## config.mk

```make
export PLATFORM = sky130hd
export DESIGN_NAME = csfv_isqrt
export DESIGN_NICKNAME = d
export VERILOG_FILES = /design/src/csfv_pkg.sv /design/src/csfv_isqrt.sv
export SDC_FILE = /design/constraint.sdc
export NUM_CORES = 1
export LEC_CHECK = 0
export ABC_AREA = 1
export BUFFER_PORTS_ARGS = -buffer_cell sky130_fd_sc_hd__buf_2
export CORE_MARGIN = 8
export CORE_UTILIZATION = 40
export CTS_CLUSTER_DIAMETER = 200
export CTS_CLUSTER_SIZE = 28
export DETAILED_ROUTE_END_ITERATION = 16
export GPL_TIMING_DRIVEN = 0
export RECOVER_POWER = 50
export SETUP_SLACK_MARGIN = 0.15
export SLEW_MARGIN = 10
export SYNTH_ARGS = -nofsm -noshare
export SYNTH_HDL_FRONTEND = slang
export SYNTH_SLANG_ARGS = --single-unit
```

## constraint.sdc

```tcl
create_clock -name clk -period 2.34 [get_ports clk]
set_clock_uncertainty 0.15 [all_clocks]
set_input_delay 0.468 -clock clk [delete_from_list [all_inputs] [get_ports clk]]
set_output_delay 0.468 -clock clk [all_outputs]
set_load 0.03 [all_outputs]
```

## src/csfv_pkg.sv

```systemverilog
// Shared types, pipeline depths and the CORDIC arctangent table for the
// cube-sphere face vertex generator. No dependencies.
`timescale 1ns / 1ps
package csfv_pkg;

  localparam int CORDIC_STEPS = 30;
  localparam int CORDIC_LAT   = CORDIC_STEPS + 1;
  localparam int CORDIC_W     = 34;
  localparam int SQRT_STEPS   = 19;
  localparam int DIV_STEPS    = 17;

  // pi/4 in Q2.30
  localparam logic [29:0] ATAN0 = 30'd843314856;
  localparam logic signed [CORDIC_W-1:0] CORDIC_X0 = 34'sh0_4000_0000;

  // Configuration register indexes
  localparam logic REG_LEVEL  = 1'b0;
  localparam logic REG_RADIUS = 1'b1;

  typedef struct packed {
    logic       valid;
    logic       bad;
    logic       kill;
    logic [2:0] neg;
  } csfv_side_t;

  function automatic logic [29:0] atan_q30(input int i);
    logic [29:0] v;
    case (i)
      0:  v = 30'd843314856;
      1:  v = 30'd497837829;
      2:  v = 30'd263043836;
      3:  v = 30'd133525158;
      4:  v = 30'd67021686;
      5:  v = 30'd33543515;
      6:  v = 30'd16775850;
      7:  v = 30'd8388437;
      8:  v = 30'd4194282;
      9:  v = 30'd2097149;
      10: v = 30'd1048575;
      11: v = 30'd524287;
      12: v = 30'd262143;
      13: v = 30'd131071;
      14: v = 30'd65535;
      15: v = 30'd32767;
      16: v = 30'd16383;
      17: v = 30'd8191;
      18: v = 30'd4095;
      19: v = 30'd2047;
      20: v = 30'd1023;
      21: v = 30'd511;
      22: v = 30'd255;
      23: v = 30'd127;
      24: v = 30'd63;
      25: v = 30'd31;
      26: v = 30'd15;
      27: v = 30'd7;
      28: v = 30'd3;
      29: v = 30'd1;
      default: v = 30'd0;
    endcase
    return v;
  endfunction

  // Magnitude of a product after a right shift by 15 (truncation toward zero).
  function automatic logic [17:0] abs_shr15(input logic signed [37:0] p);
    logic [37:0] a;
    a = p[37] ? 38'(-p) : 38'(p);
    return a[32:15];
  endfunction

endpackage

```

## src/csfv_isqrt.sv

```systemverilog
// Pipelined floor square root, two radicand bits per stage.
// Depends on csfv_pkg.
`timescale 1ns / 1ps
module csfv_isqrt (
  input  logic        clk,
  input  logic        en,
  input  logic [37:0] val,
  output logic [18:0] root
);
  localparam int STEPS = csfv_pkg::SQRT_STEPS;

  logic [21:0] rem_r [1:STEPS-1];
  logic [18:0] q_r   [1:STEPS];
  logic [37:0] v_r   [1:STEPS-1];

  for (genvar j = 0; j < STEPS; j++) begin : g_st
    logic [21:0] rin, r2, t;
    logic [18:0] qin;
    logic [37:0] vin;
    logic        take;

    if (j == 0) begin : g_first
      assign rin = '0;
      assign qin = '0;
      assign vin = val;
    end else begin : g_next
      assign rin = rem_r[j];
      assign qin = q_r[j];
      assign vin = v_r[j];
    end

    assign r2   = {rin[19:0], vin[37:36]};
    assign t    = {1'b0, qin, 2'b01};
    assign take = r2 >= t;

    always_ff @(posedge clk) begin
      if (en) begin
        q_r[j+1] <= {qin[17:0], take};
      end
    end

    if (j < STEPS - 1) begin : g_carry
      always_ff @(posedge clk) begin
        if (en) begin
          rem_r[j+1] <= take ? (r2 - t) : r2;
          v_r[j+1]   <= vin << 2;
        end
      end
    end
  end

  assign root = q_r[STEPS];

endmodule

```

# Word-level counts from Yosys, hierarchy flattened
# Memories as Yosys holds them, arrays and structs flattened.
# Cells that the tools add are included.
# classes
n_lt_le_gt_ge	19
n_eq_ne	0
n_reduce_logical	0
bitwise_logic	0
div_mod_pow	0
mul	0
mux	20
n_addsub	18
shifts	0
# ops
cell	count
22-bit by 21-bit >= comparator with 1-bit output	18
22-bit two-way mux	18
22-bit by 21-bit subtractor with 22-bit output	17
2-bit by 1-bit subtractor with 3-bit output, second input constant	1
2-bit by 1-bit >= comparator with 1-bit output, second input constant	1
1-bit two-way mux	2
# word_totals
mem_bits_rw	1405
in_bits	40
ff_bits	0
mem_bits_ro	0
output_inout_bits	19
mem_count	3
latch_bits	0
elab_cells	60
# mem_list
name	depth	word_bits	read_ports	rd_clocked_by_memory_dff	write_ports	line_no	rtl
v_r	18	36	18	0	18	csfv_isqrt.sv:14	logic [37:0] v_r [1:STEPS-1];
rem_r	18	22	18	0	18	csfv_isqrt.sv:12	logic [21:0] rem_r [1:STEPS-1];
q_r	19	19	19	0	19	csfv_isqrt.sv:13	logic [18:0] q_r [1:STEPS];

# Logic depth before layout (Yosys ltp)
# An unclocked memory read counts as a cell.
# logic_depth
ltp_word	3
depth_mapped	15
depth_no_buf	14

# Least setup slack after synthesis
# Ideal clock, no wire load.
# synth_path
path_kind	register -> register
start	register rem_r[3][23] (netlist name)
end	register rem_r[4][5] (netlist name)
setup_ns	0.252
period_less_slack_ns	2.122
slack_ns	0.218
n_path_buf	1
t_arrival_ns	1.719
stages_incl_launch_ff	11
required_ns	1.938
cell_sequence	edfxtp_1 -> ha_1 -> a21oi_2 -> o21ai_2 -> nand2_2 -> nand2_4 -> a21boi_0 -> nand2_1 -> buf_4 -> nand2_1 -> nand2_1

==> results.toml <==
[clock_tree]
cts_tree = "yes"
cts.clk_slew.worst_paths_ns = 0.11
clockBufferDepth = 3
clock-root-buffer = "clkbuf_16"
cts_max_level = 2
clock_latency_ns = 0.65
cts-buffers-inserted = 37
clock-sinks = 869

[sta]
max_freq_mhz = 437.5
worst_slew_pin_slew_ns = 1.518
hold_slack_ns = 0.1526
slew_headroom = -0.01198
final.period_utilization = 0.9769
hold_violations = 0
rsz0062_at_grt = "true"
setup_viol_count_final = 0
slew_violations = 123
fin_ws_ns = 0.05407
tns_ns = 0
fin_crit_ns = 2.286

[logic_synthesis]
synth.net_count = 5121
yosys.area.top_type_share = 0.5740
synth_cell_types = 48
synthFlopType = "edfxtp_1"
synth_edf_count = 869
ys_top_cells_by_area = "edfxtp_1, nand2_1, inv_1, ha_1, nor2_1"
synth-async-reset-ratio = 0
yosysMostFrequentCell = "nand2_1"
netlist_top_cells_count = "nand2_1, edfxtp_1, inv_1"
synth_cells = 4871
yosys_warnings = 0
synth_seq_cells = 869
syn_area_per_cell_sq_um = 9.334
synth_top_area_cell = "edfxtp_1"
syn_area_sq_um = 45460
ys_seq_area_frac = 0.5740

[place]
dp_hpwl_um = 74790
pre_cts_slack_ns = -0.8165
place_congestion = 0.8864
dp.cells = 6436
post_dp_cell_area_sq_um = 47830
io_buffers = 58

[worst_setup_path]
critPathKind = "reg -> reg"
crit_fanout = 4
crit_path_start = "q_r[0][310]"
required_ns = 2.57
arrival_ns = 2.51
r2r_start = "q_r[0][310]"
startpoint_type = "flop"
critPathCaptureType = "flop"

[die]
die_area_sq_um = 124700
die_y_um = 353.1
coreArea_sq_um = 112700
ios = 59
initial_core_util = 0.4036
fp.dieW_um = 353.1
core.rowCount = 123

[route]
postRouteAntennaNets = 0
post_drt_wl_per_cell_um = 15.76
drt_wl_total_um = 109100
drcViolationCount = 0
vias_per_cell = 4.894
wl_met1_um = 48530
vias = 33871
top_layer = "met4"
first_pass_iters = 6
drt_iter0_drc = 2167
met3_wirelength_um = 4251
wl_met2_um = 53390

[layout]
drive_gt1_frac = 0.2719
diodes = 0
final_util = 0.5123
finalNetCount = 5669
synthToLayoutAreaGrowth_pct = 26.95
fin_area_sq_um = 57720
fillers = 10036
stdcell_count = 6921

[worst_hold_path]
hp-class = "in -> reg"
hp-start = "en"

[run_status]
violations = "slew limit"
status = "finished, violations left"

[pwr]
ir_worst_vdd_mv = 0.5601
powerDensity_nw_per_um2 = 684.8
finalPower_mw = 39.53
p_leak_nw = 24.54

[global_routing]
grt_pass1_vias = 32094
grt_pass1_wl_um = 166300
grt_max_degree = 124
antenna_found_initial = 0
track_usage = 0.1616
gr-total-overflow = 0

[job]
cap_violations = 0
==> placed cells by master, fill, tap and decap left out, drive strengths merged, types with 3 or more instances in the layout <==
master          n
nand2        1590
edfxtp        869
inv           760
nor2          422
buf           418
nand3         272
a21oi         215
ha            210
o21ai         139
clkbuf        130
xor2           87
xnor2          60
nand4          56
nor3           48
nand3b         45
dlygate4sd3    39
or2            13
o21bai         10
nor4            8
o211ai          4
and2            4
clkinv          4
a21o            3
o2111ai         3
a21boi          3
==> report_power, final <==
part / switching, mW / internal, mW / total, mW
logic: 6.65 / 4.95 / 11.6
clock network: 4.63 / 2.98 / 7.61
registers: 1.19 / 19.1 / 20.3
total: 12.5 / 27.1 / 39.5
==> final cells by class <==
class / instances / area, sq um / share of cell area
multi-input combinational: 3200 / 20930 / 0.3626
inverter: 762 / 2935 / 0.05086
buffer: 40 / 564.3 / 0.009777
sequential: 869 / 26100 / 0.4521
tap: 1500 / 1877 / 0.03252
clock inverter: 2 / 46.29 / 0.0008021
clock buffer: 39 / 954.7 / 0.01654
timing repair buffer: 509 / 4317 / 0.07479
==> timing repair <==
| item | CTS | global route |
|---|---|---|
| cloned | 15 | 10 |
| buffers inserted | 204 | 176 |
| endpoints found under the hold margin | 39 | 0 |
| resized for setup | 486 | 784 |
| pin swaps | 121 | 264 |
| hold buffers | 39 | 0 |
| setup endpoints to repair | 444 | 367 |
==> worst max-delay path: stages, from the launching register on <==
cell      delay (ns)
edfxtp_1        0.44
inv_2           0.10
ha_4            0.22
nand2_1         0.11
inv_1           0.06
a21oi_1         0.28
nand3_1         0.26
nand2_1         0.19
nand3_1         0.09
nand3_1         0.09
nand2_1         0.06
==> worst paths after layout <==
check,slack [ns],cells after the start,end
max,0.05,10,rem_r[8][39]
min,0.15,1,v_r[0][87]
max reg2reg,0.05,10,rem_r[8][39]
min reg2reg,0.26,0,v_r[0][682]
==> sequential cells by signal, indices dropped and copies added, names as in the netlist <==
register  flops
v_r         342
q_r         190
rem_r       337
==> cells by family after synthesis <==
kind of cell,count (synthesis),share of synthesized area
flops,869,0.5740
compound gates,382,0.04654
fa+ha+maj,210,0.05779
simple gates,2460,0.2232
other cells,1,0.00008248
buf+inv,802,0.07004
xor+xnor,147,0.02832
==> routing by layer <==
metal | vias up | global-route usage
met2 | 728 | 0.2807
met4 | 0 | 0.04126
met5 | - | 0
li1 | 17001 | -
met1 | 15966 | 0.2160
met3 | 176 | 0.01702
Power figures use the tool's default switching activity.
