`src/csfv_pkg.sv`:
```
// Shared types, pipeline depths and the CORDIC arctangent table for the
// cube-sphere face vertex generator. No dependencies.
`timescale 1ns / 1ps
package csfv_pkg;

  localparam int CORDIC_STEPS = 30;
  localparam int CORDIC_LAT   = CORDIC_STEPS + 1;
  localparam int CORDIC_W     = 34;
  localparam int SQRT_STEPS   = 19;
  localparam int DIV_STEPS    = 17;

  // pi/4 in Q2.30
  localparam logic [29:0] ATAN0 = 30'd843314856;
  localparam logic signed [CORDIC_W-1:0] CORDIC_X0 = 34'sh0_4000_0000;

  // Configuration register indexes
  localparam logic REG_LEVEL  = 1'b0;
  localparam logic REG_RADIUS = 1'b1;

  typedef struct packed {
    logic       valid;
    logic       bad;
    logic       kill;
    logic [2:0] neg;
  } csfv_side_t;

  function automatic logic [29:0] atan_q30(input int i);
    logic [29:0] v;
    case (i)
      0:  v = 30'd843314856;
      1:  v = 30'd497837829;
      2:  v = 30'd263043836;
      3:  v = 30'd133525158;
      4:  v = 30'd67021686;
      5:  v = 30'd33543515;
      6:  v = 30'd16775850;
      7:  v = 30'd8388437;
      8:  v = 30'd4194282;
      9:  v = 30'd2097149;
      10: v = 30'd1048575;
      11: v = 30'd524287;
      12: v = 30'd262143;
      13: v = 30'd131071;
      14: v = 30'd65535;
      15: v = 30'd32767;
      16: v = 30'd16383;
      17: v = 30'd8191;
      18: v = 30'd4095;
      19: v = 30'd2047;
      20: v = 30'd1023;
      21: v = 30'd511;
      22: v = 30'd255;
      23: v = 30'd127;
      24: v = 30'd63;
      25: v = 30'd31;
      26: v = 30'd15;
      27: v = 30'd7;
      28: v = 30'd3;
      29: v = 30'd1;
      default: v = 30'd0;
    endcase
    return v;
  endfunction

  // Magnitude of a product after a right shift by 15 (truncation toward zero).
  function automatic logic [17:0] abs_shr15(input logic signed [37:0] p);
    logic [37:0] a;
    a = p[37] ? 38'(-p) : 38'(p);
    return a[32:15];
  endfunction

endpackage

```
`src/csfv_div.sv`:
```
// Pipelined restoring divider, one quotient bit per stage; the quotient is
// known to fit in DIV_STEPS bits. Depends on csfv_pkg.
`timescale 1ns / 1ps
module csfv_div (
  input  logic        clk,
  input  logic        en,
  input  logic [36:0] num,
  input  logic [19:0] den,
  output logic [16:0] quot
);
  localparam int STEPS = csfv_pkg::DIV_STEPS;

  logic [36:0] rem_r [1:STEPS-1];
  logic [19:0] den_r [1:STEPS-1];
  logic [16:0] q_r   [1:STEPS];

  for (genvar j = 0; j < STEPS; j++) begin : g_st
    logic [36:0] rin, trial;
    logic [19:0] din;
    logic [16:0] qin;
    logic        take;

    if (j == 0) begin : g_first
      assign rin = num;
      assign din = den;
      assign qin = '0;
    end else begin : g_next
      assign rin = rem_r[j];
      assign din = den_r[j];
      assign qin = q_r[j];
    end

    assign trial = 37'(din) << (STEPS - 1 - j);
    assign take  = rin >= trial;

    always_ff @(posedge clk) begin
      if (en) begin
        q_r[j+1] <= {qin[15:0], take};
      end
    end

    if (j < STEPS - 1) begin : g_carry
      always_ff @(posedge clk) begin
        if (en) begin
          rem_r[j+1] <= take ? (rin - trial) : rin;
          den_r[j+1] <= din;
        end
      end
    end
  end

  assign quot = q_r[STEPS];

endmodule

```
`config.mk`:
```
export PLATFORM = sky130hd
export DESIGN_NAME = csfv_div
export DESIGN_NICKNAME = d
export VERILOG_FILES = /design/src/csfv_pkg.sv /design/src/csfv_div.sv
export SDC_FILE = /design/constraint.sdc
export NUM_CORES = 2
export LEC_CHECK = 0
export BUFFER_PORTS_ARGS = -buffer_cell sky130_fd_sc_hd__buf_2
export CORE_ASPECT_RATIO = 0.5
export CORE_UTILIZATION = 58
export DETAILED_ROUTE_END_ITERATION = 12
export GPL_ROUTABILITY_DRIVEN = 1
export PLACE_DENSITY = 0.77
export SLEW_MARGIN = 25
export SYNTH_ARGS = -nofsm -noshare
export SYNTH_HDL_FRONTEND = slang
export SYNTH_SLANG_ARGS = --single-unit
```
`constraint.sdc`:
```
create_clock -name clk -period 3.35 [get_ports clk]
set_clock_uncertainty 0.2 [all_clocks]
set_input_delay 0.5025 -clock clk [delete_from_list [all_inputs] [get_ports clk]]
set_output_delay 0.5025 -clock clk [all_outputs]
set_load 0.02 [all_outputs]
```
* After elaboration in Yosys (flattened, before gate mapping)
Memory sizes are Yosys's and may differ from the RTL's.
Index checks and enable logic that the tools add are counted.
** Cells by class
- Magnitude comparators :: 17
- Bitwise logic cells :: 0
- Mux-type cells :: 18
- Multipliers :: 0
- Div/mod/pow operators :: 0
- Eq/ne operators :: 0
- Reductions and logical operators :: 0
- $add $sub $neg :: 16
- Shifts and indexed selects :: 0
** Operator list (number)
- 2-to-1 mux 37 bit :: 16
- >= comparator 37 x 20 -> 1 bit :: 1
- >= comparator 37 x 21 -> 1 bit :: 1
- >= comparator 37 x 22 -> 1 bit :: 1
- >= comparator 37 x 23 -> 1 bit :: 1
- >= comparator 37 x 24 -> 1 bit :: 1
- >= comparator 37 x 25 -> 1 bit :: 1
- >= comparator 37 x 26 -> 1 bit :: 1
- >= comparator 37 x 27 -> 1 bit :: 1
- >= comparator 37 x 28 -> 1 bit :: 1
- >= comparator 37 x 29 -> 1 bit :: 1
- >= comparator 37 x 30 -> 1 bit :: 1
- >= comparator 37 x 31 -> 1 bit :: 1
- >= comparator 37 x 32 -> 1 bit :: 1
- >= comparator 37 x 33 -> 1 bit :: 1
- >= comparator 37 x 34 -> 1 bit :: 1
- >= comparator 37 x 35 -> 1 bit :: 1
- >= comparator 37 x 36 -> 1 bit :: 1
- subtractor 37 x 21 -> 37 bit :: 1
- subtractor 37 x 22 -> 37 bit :: 1
- subtractor 37 x 23 -> 37 bit :: 1
- subtractor 37 x 24 -> 37 bit :: 1
- subtractor 37 x 25 -> 37 bit :: 1
- subtractor 37 x 26 -> 37 bit :: 1
- 11 further kinds :: 12
** Storage, ports and cells
- Bits in latches :: 0
- Logic and storage cells :: 54
- Input port bits :: 59
- Output and inout bits :: 17
- Memories kept :: 3
- Bits in writable memories :: 1201
- Bits in registers :: 0
- Memory bits (read-only) :: 0
** Memory list
- rem_r :: words 16, width 37, rd ports 16, clocked after Yosys merged registers in 0, write ports 16, line csfv_div.sv:13 : logic [36:0] rem_r [1:STEPS-1];
- den_r :: words 16, width 20, rd ports 16, clocked after Yosys merged registers in 0, write ports 16, line csfv_div.sv:14 : logic [19:0] den_r [1:STEPS-1];
- q_r :: words 17, width 17, rd ports 17, clocked after Yosys merged registers in 0, write ports 17, line csfv_div.sv:15 : logic [16:0] q_r [1:STEPS];

* Longest topological paths before layout
An unclocked memory read counts as a cell.
- Depth after elaboration :: 3
- Mapped depth :: 14
- Depth with buffers taken out :: 13

* Least setup slack after synthesis
No wires, ideal clock.
- Path type :: reg-to-reg
- Start point :: reg, netlist name rem_r[0][412]
- End point :: reg, netlist name rem_r[0][479]
- Arrival time :: 3133 ps
- Buffers on the path :: 1
- Cell stages (with the launch flop) :: 15
- Library setup time :: 262 ps
- Required time :: 2888 ps
- Setup slack :: -245 ps
- Clock period less this slack :: 3595 ps
- Cells stage by stage :: edfxtp_1 -> inv_1 -> ha_1 -> inv_1 -> fa_1 -> a211oi_2 -> o21ai_1 -> a211oi_2 -> o31ai_4 -> a2111oi_0 -> nor3_1 -> or3b_1 -> buf_2 -> nor3b_2 -> xor2_1

==> impl_summary.log <==
[metrics] Buf/Inv on CP: 2
[metrics] arrival time of the worst setup path: 3.77 ns
[metrics] LEAKAGE: 26.9 nW
[metrics] H-tree level count: 3
[metrics] async set-or-reset flop fraction in the synthesized netlist: 0
[metrics] ant diodes: 0
[metrics] post-route clock period utilization: 1.05
[metrics] share of final-layout standard cells stronger than drive strength 1: 0.215
[metrics] number of violations reported at the end of detailed-routing iteration 0: 2,005
[metrics] grt met3 use: 0.0360
[metrics] Layout Cells excl Fill: 6,805
[metrics] Hold Fails Final Rpt: 0
[metrics] clock tree root driver cell: sky130_fd_sc_hd__clkbuf_16
[metrics] I/O Buffers: 75
[metrics] worst IR drop on VDD: 0.000470 V
[metrics] Max-Slew Margin vs Limit: 0.503
[metrics] insertion delay to the later sink of the worst-skew pair: 0.71 ns
[metrics] gpl congestion: 0.930
[metrics] Avg Synthesized Cell Area: 11.8 um2
[metrics] type of the worst setup path: reg2reg
[metrics] effective utilization at floorplan: 0.592
[metrics] Die Span Y: 221 um
[metrics] Tmin final: 3.51 ns
[metrics] flip-flop and latch count after synthesis: 1,065
[metrics] Final Max Slew Viols: 0
[metrics] kind of end point of the critical path: flip-flop
[metrics] combined global-route utilization of all metal layers: 0.229
[metrics] distinct cell type count after synthesis: 97
[metrics] Top delay family on crit path: compound AO/OA/AOI/OAI gates
[metrics] total number of vias: 38,200
[metrics] power density normalized to cell area: 771 nW/um2
[metrics] cell area after synthesis: 55,600 um2
[metrics] Warnings, synthesis: 0
[metrics] number of nets in the finished design: 5,890
[metrics] data required time of the critical path: 3.61 ns
[metrics] part of the Yosys area used for sequential elements: 0.575
[metrics] pin count of the biggest net entering global routing: 116
[metrics] class of the tightest hold or removal check: in2reg
[metrics] number of placed I/O pins: 76
[metrics] fmax: 285 MHz
[metrics] die area: 97,100 um2
[metrics] worst path cell trace: inv_2, ha_4, inv_2, fa_2, a211oi_4, o21ai_2, a211oi_4, o31ai_4, a2111oi_4, nor3_2, or3b_4, nor3b_2, xor2_1
[metrics] antenna violations before repair: 0
[metrics] via count of the first global-routing pass: 38,700
[metrics] Reg clk slew, reported paths: 0.07 ns
[metrics] number of detailed-route iterations in the first pass: 8
[metrics] global-route wire length before repair: 182 mm
[metrics] number of instances in the synthesized netlist: 4,691
[metrics] logic depth of the worst register-to-register path: 13
[metrics] setup ws final: -0.158 ns
[metrics] number of stages on the worst setup path: 13
[metrics] met1 capacity usage during global routing: 0.253
[metrics] critical path launch point type: flip-flop
[metrics] Post-DP HPWL: 82.6 mm
[metrics] Placement Setup Slack: -0.526 ns
[metrics] Post-synth top flop: sky130_fd_sc_hd__edfxtp_1
[metrics] pin slew with the least headroom to its limit: 0.739 ns
[metrics] delay of the slowest cell on the worst path: 0.46 ns
[metrics] post-detailed-route via-to-cell ratio: 5.62
[metrics] routed wire length: 115 mm
[metrics] routed length per placed instance: 16.9 um
[metrics] Num CTS Buffers: 95
[metrics] EDFF count, synth: 1,065
[metrics] depth of the worst hold-timing path: 4
[metrics] gr ovfl total: 0
[metrics] remaining antenna violation count: 0
[metrics] number of instances in the placed design: 6,498
[metrics] unrepaired setup endpoints after global routing: true
[metrics] maximum fanout along the worst path: 6
[metrics] Floorplan Core Area: 93,900 um2
[metrics] slowest cell on the critical path: sky130_fd_sc_hd__or3b_4
[metrics] Area Growth Syn to Fin: 21.7%
[metrics] GRT busiest layer: met2
[metrics] total nets after synthesis: 5,106
[metrics] Max Root-Sink Buffers: 3
[metrics] TritonCTS clock tree: built
[metrics] TritonCTS sink count: 1,065
[metrics] run status: finished with violations
[metrics] overall die width: 440 um
[metrics] violated checks: negative setup slack
[metrics] number of core rows: 79
[metrics] DRC Markers: 0
[metrics] total setup violations reported at the end of the flow: 10
[metrics] met2 track demand over resource in global routing: 0.423
[metrics] maximum capacitance violations: 0
-- cell families (layout without fill, tap and decap cells) --
family	Yosys count	after routing	synth area share
XOR/XNOR	379	379	0.0597
AND/OR/NAND/NOR	1240	1240	0.111
multiplexers	69	69	0.0142
buffers and inverters	504	1363	0.0350
flip-flops	1065	1065	0.575
AO/OA/AOI/OAI	1078	1078	0.122
adder cells (fa/ha/maj)	356	356	0.0823
-- where the power goes --
| part | internal (mW) | switching [mW] |
|---|---|---|
| registers | 18.6 | 1.68 |
| logic | 10.2 | 11.1 |
| clock network | 5.89 | 4.75 |
| total | 34.7 | 17.5 |
-- synthesized netlist by cell type (all sizes together) (6+ instances only) --
cell | count | area share
a21o | 125 | 0.017
a21boi | 12 | 0.0017
a2111oi | 14 | 0.0026
xnor2 | 195 | 0.031
a21oi | 288 | 0.026
or4 | 21 | 0.0030
nor2 | 274 | 0.019
nor4b | 24 | 0.0040
o2111ai | 8 | 0.0013
a211oi | 39 | 0.0055
buf | 31 | 0.0031
nor4 | 55 | 0.0062
a31oi | 32 | 0.0039
mux2 | 68 | 0.014
edfxtp | 1065 | 0.58
o21bai | 24 | 0.0032
nand3b | 15 | 0.0020
and4 | 7 | 0.0011
o41ai | 12 | 0.0020
ha | 340 | 0.077
nor3 | 101 | 0.0092
fa | 16 | 0.0058
o31ai | 37 | 0.0054
o31a | 19 | 0.0030
a221o | 9 | 0.0016
xor2 | 184 | 0.029
a211o | 6 | 0.00095
inv | 423 | 0.029
or2 | 19 | 0.0022
o22ai | 9 | 0.0010
nor2b | 56 | 0.0063
nand4b | 11 | 0.0017
o21a | 63 | 0.0085
or3 | 45 | 0.0051
a31o | 6 | 0.00095
clkbuf | 50 | 0.0034
o21ai | 324 | 0.029
o211ai | 17 | 0.0024
nand2b | 63 | 0.0071
and2 | 20 | 0.0023
nand3 | 66 | 0.0060
nor3b | 11 | 0.0017
nand2 | 368 | 0.025
and3 | 26 | 0.0029
nand4 | 45 | 0.0051
-- worst paths after layout --
kind | slack (ns) | endpoint | start
worst min-delay path | 0.15 | rem_r[0][53]$_DFFE_PP_ | num[16]
worst min register to register | 0.21 | q_r[0][276]$_DFFE_PP_ | q_r[0][258]$_DFFE_PP_
worst max register to register | -0.16 | rem_r[0][479]$_DFFE_PP_ | rem_r[0][412]$_DFFE_PP_
worst max-delay path | -0.16 | rem_r[0][479]$_DFFE_PP_ | rem_r[0][412]$_DFFE_PP_
-- tightest hold or removal path, cell delays in order --
cell and delay [ns]:
sky130_fd_sc_hd__buf_2 0.11, sky130_fd_sc_hd__inv_1 0.05, sky130_fd_sc_hd__ha_1 0.14, sky130_fd_sc_hd__o21ai_0 0.08
-- state kept, by name (all words and copies together) (netlist names) --
register  count
rem_r       592
den_r       320
q_r         153
-- routing by layer --
metal  share of wire  vias to the layer above
met2            0.52                      953
met3           0.036                      333
met4           0.052                        0
met1            0.40                    18100
li1                -                    18900
met5               0                        -
-- metrics by stage --
stage | instance area, um2 | setup TNS, ns | power [mW] | util | hold WS, ns
6_report | 67600 | -0.763 | 52.2 | 0.720 | 0.146
5_1_grt | 67600 | -4.19 | 55.3 | 0.720 | 0.123
4_1_cts | 65900 | -0.564 | 50.9 | 0.701 | 0.0792
3_5_place_dp | 61700 | -31.82 | 39.7 | 0.657 | 0.205
3_3_place_gp | 61700 | -15.73 | 38.9 | 0.657 | 0.200
2_1_floorplan | 55600 | -0.00139 | 33.1 | - | 0.200
-- area by class of cell --
cell class,instances,area (um2)
Clock buffer,116,2480
Clock inverter,56,507
Fill cell,6155,26300
Inverter,423,1590
Multi-Input combinational cell,3122,23300
Sequential cell,1065,32000
Tap cell,1255,1570
Timing Repair Buffer,766,6210
Timing Repair inverter,2,12.5
-- cell usage in the layout, fill, tap and decap left out, types with 83 or more instances in the layout --
| cell type | count |
|---|---|
| sky130_fd_sc_hd__o21ai_0 | 296 |
| sky130_fd_sc_hd__a21oi_1 | 267 |
| sky130_fd_sc_hd__nor3_1 | 83 |
| sky130_fd_sc_hd__inv_1 | 412 |
| sky130_fd_sc_hd__clkbuf_16 | 101 |
| sky130_fd_sc_hd__nor2_1 | 266 |
| sky130_fd_sc_hd__edfxtp_1 | 1065 |
| sky130_fd_sc_hd__buf_4 | 585 |
| sky130_fd_sc_hd__nand2_1 | 361 |
| sky130_fd_sc_hd__ha_1 | 319 |
| sky130_fd_sc_hd__xnor2_1 | 195 |
| sky130_fd_sc_hd__a21o_1 | 125 |
| sky130_fd_sc_hd__xor2_1 | 184 |
-- repair_timing --
item	in CTS	in global routing
setup buffers	16	59
pin swaps	39	110
setup endpoints to repair	186	302
hold endpoints to repair	78	0
gates cloned	2	8
hold buffers	58	0
gates resized for setup	106	255
No activity file was read; power rests on OpenSTA's default activity.
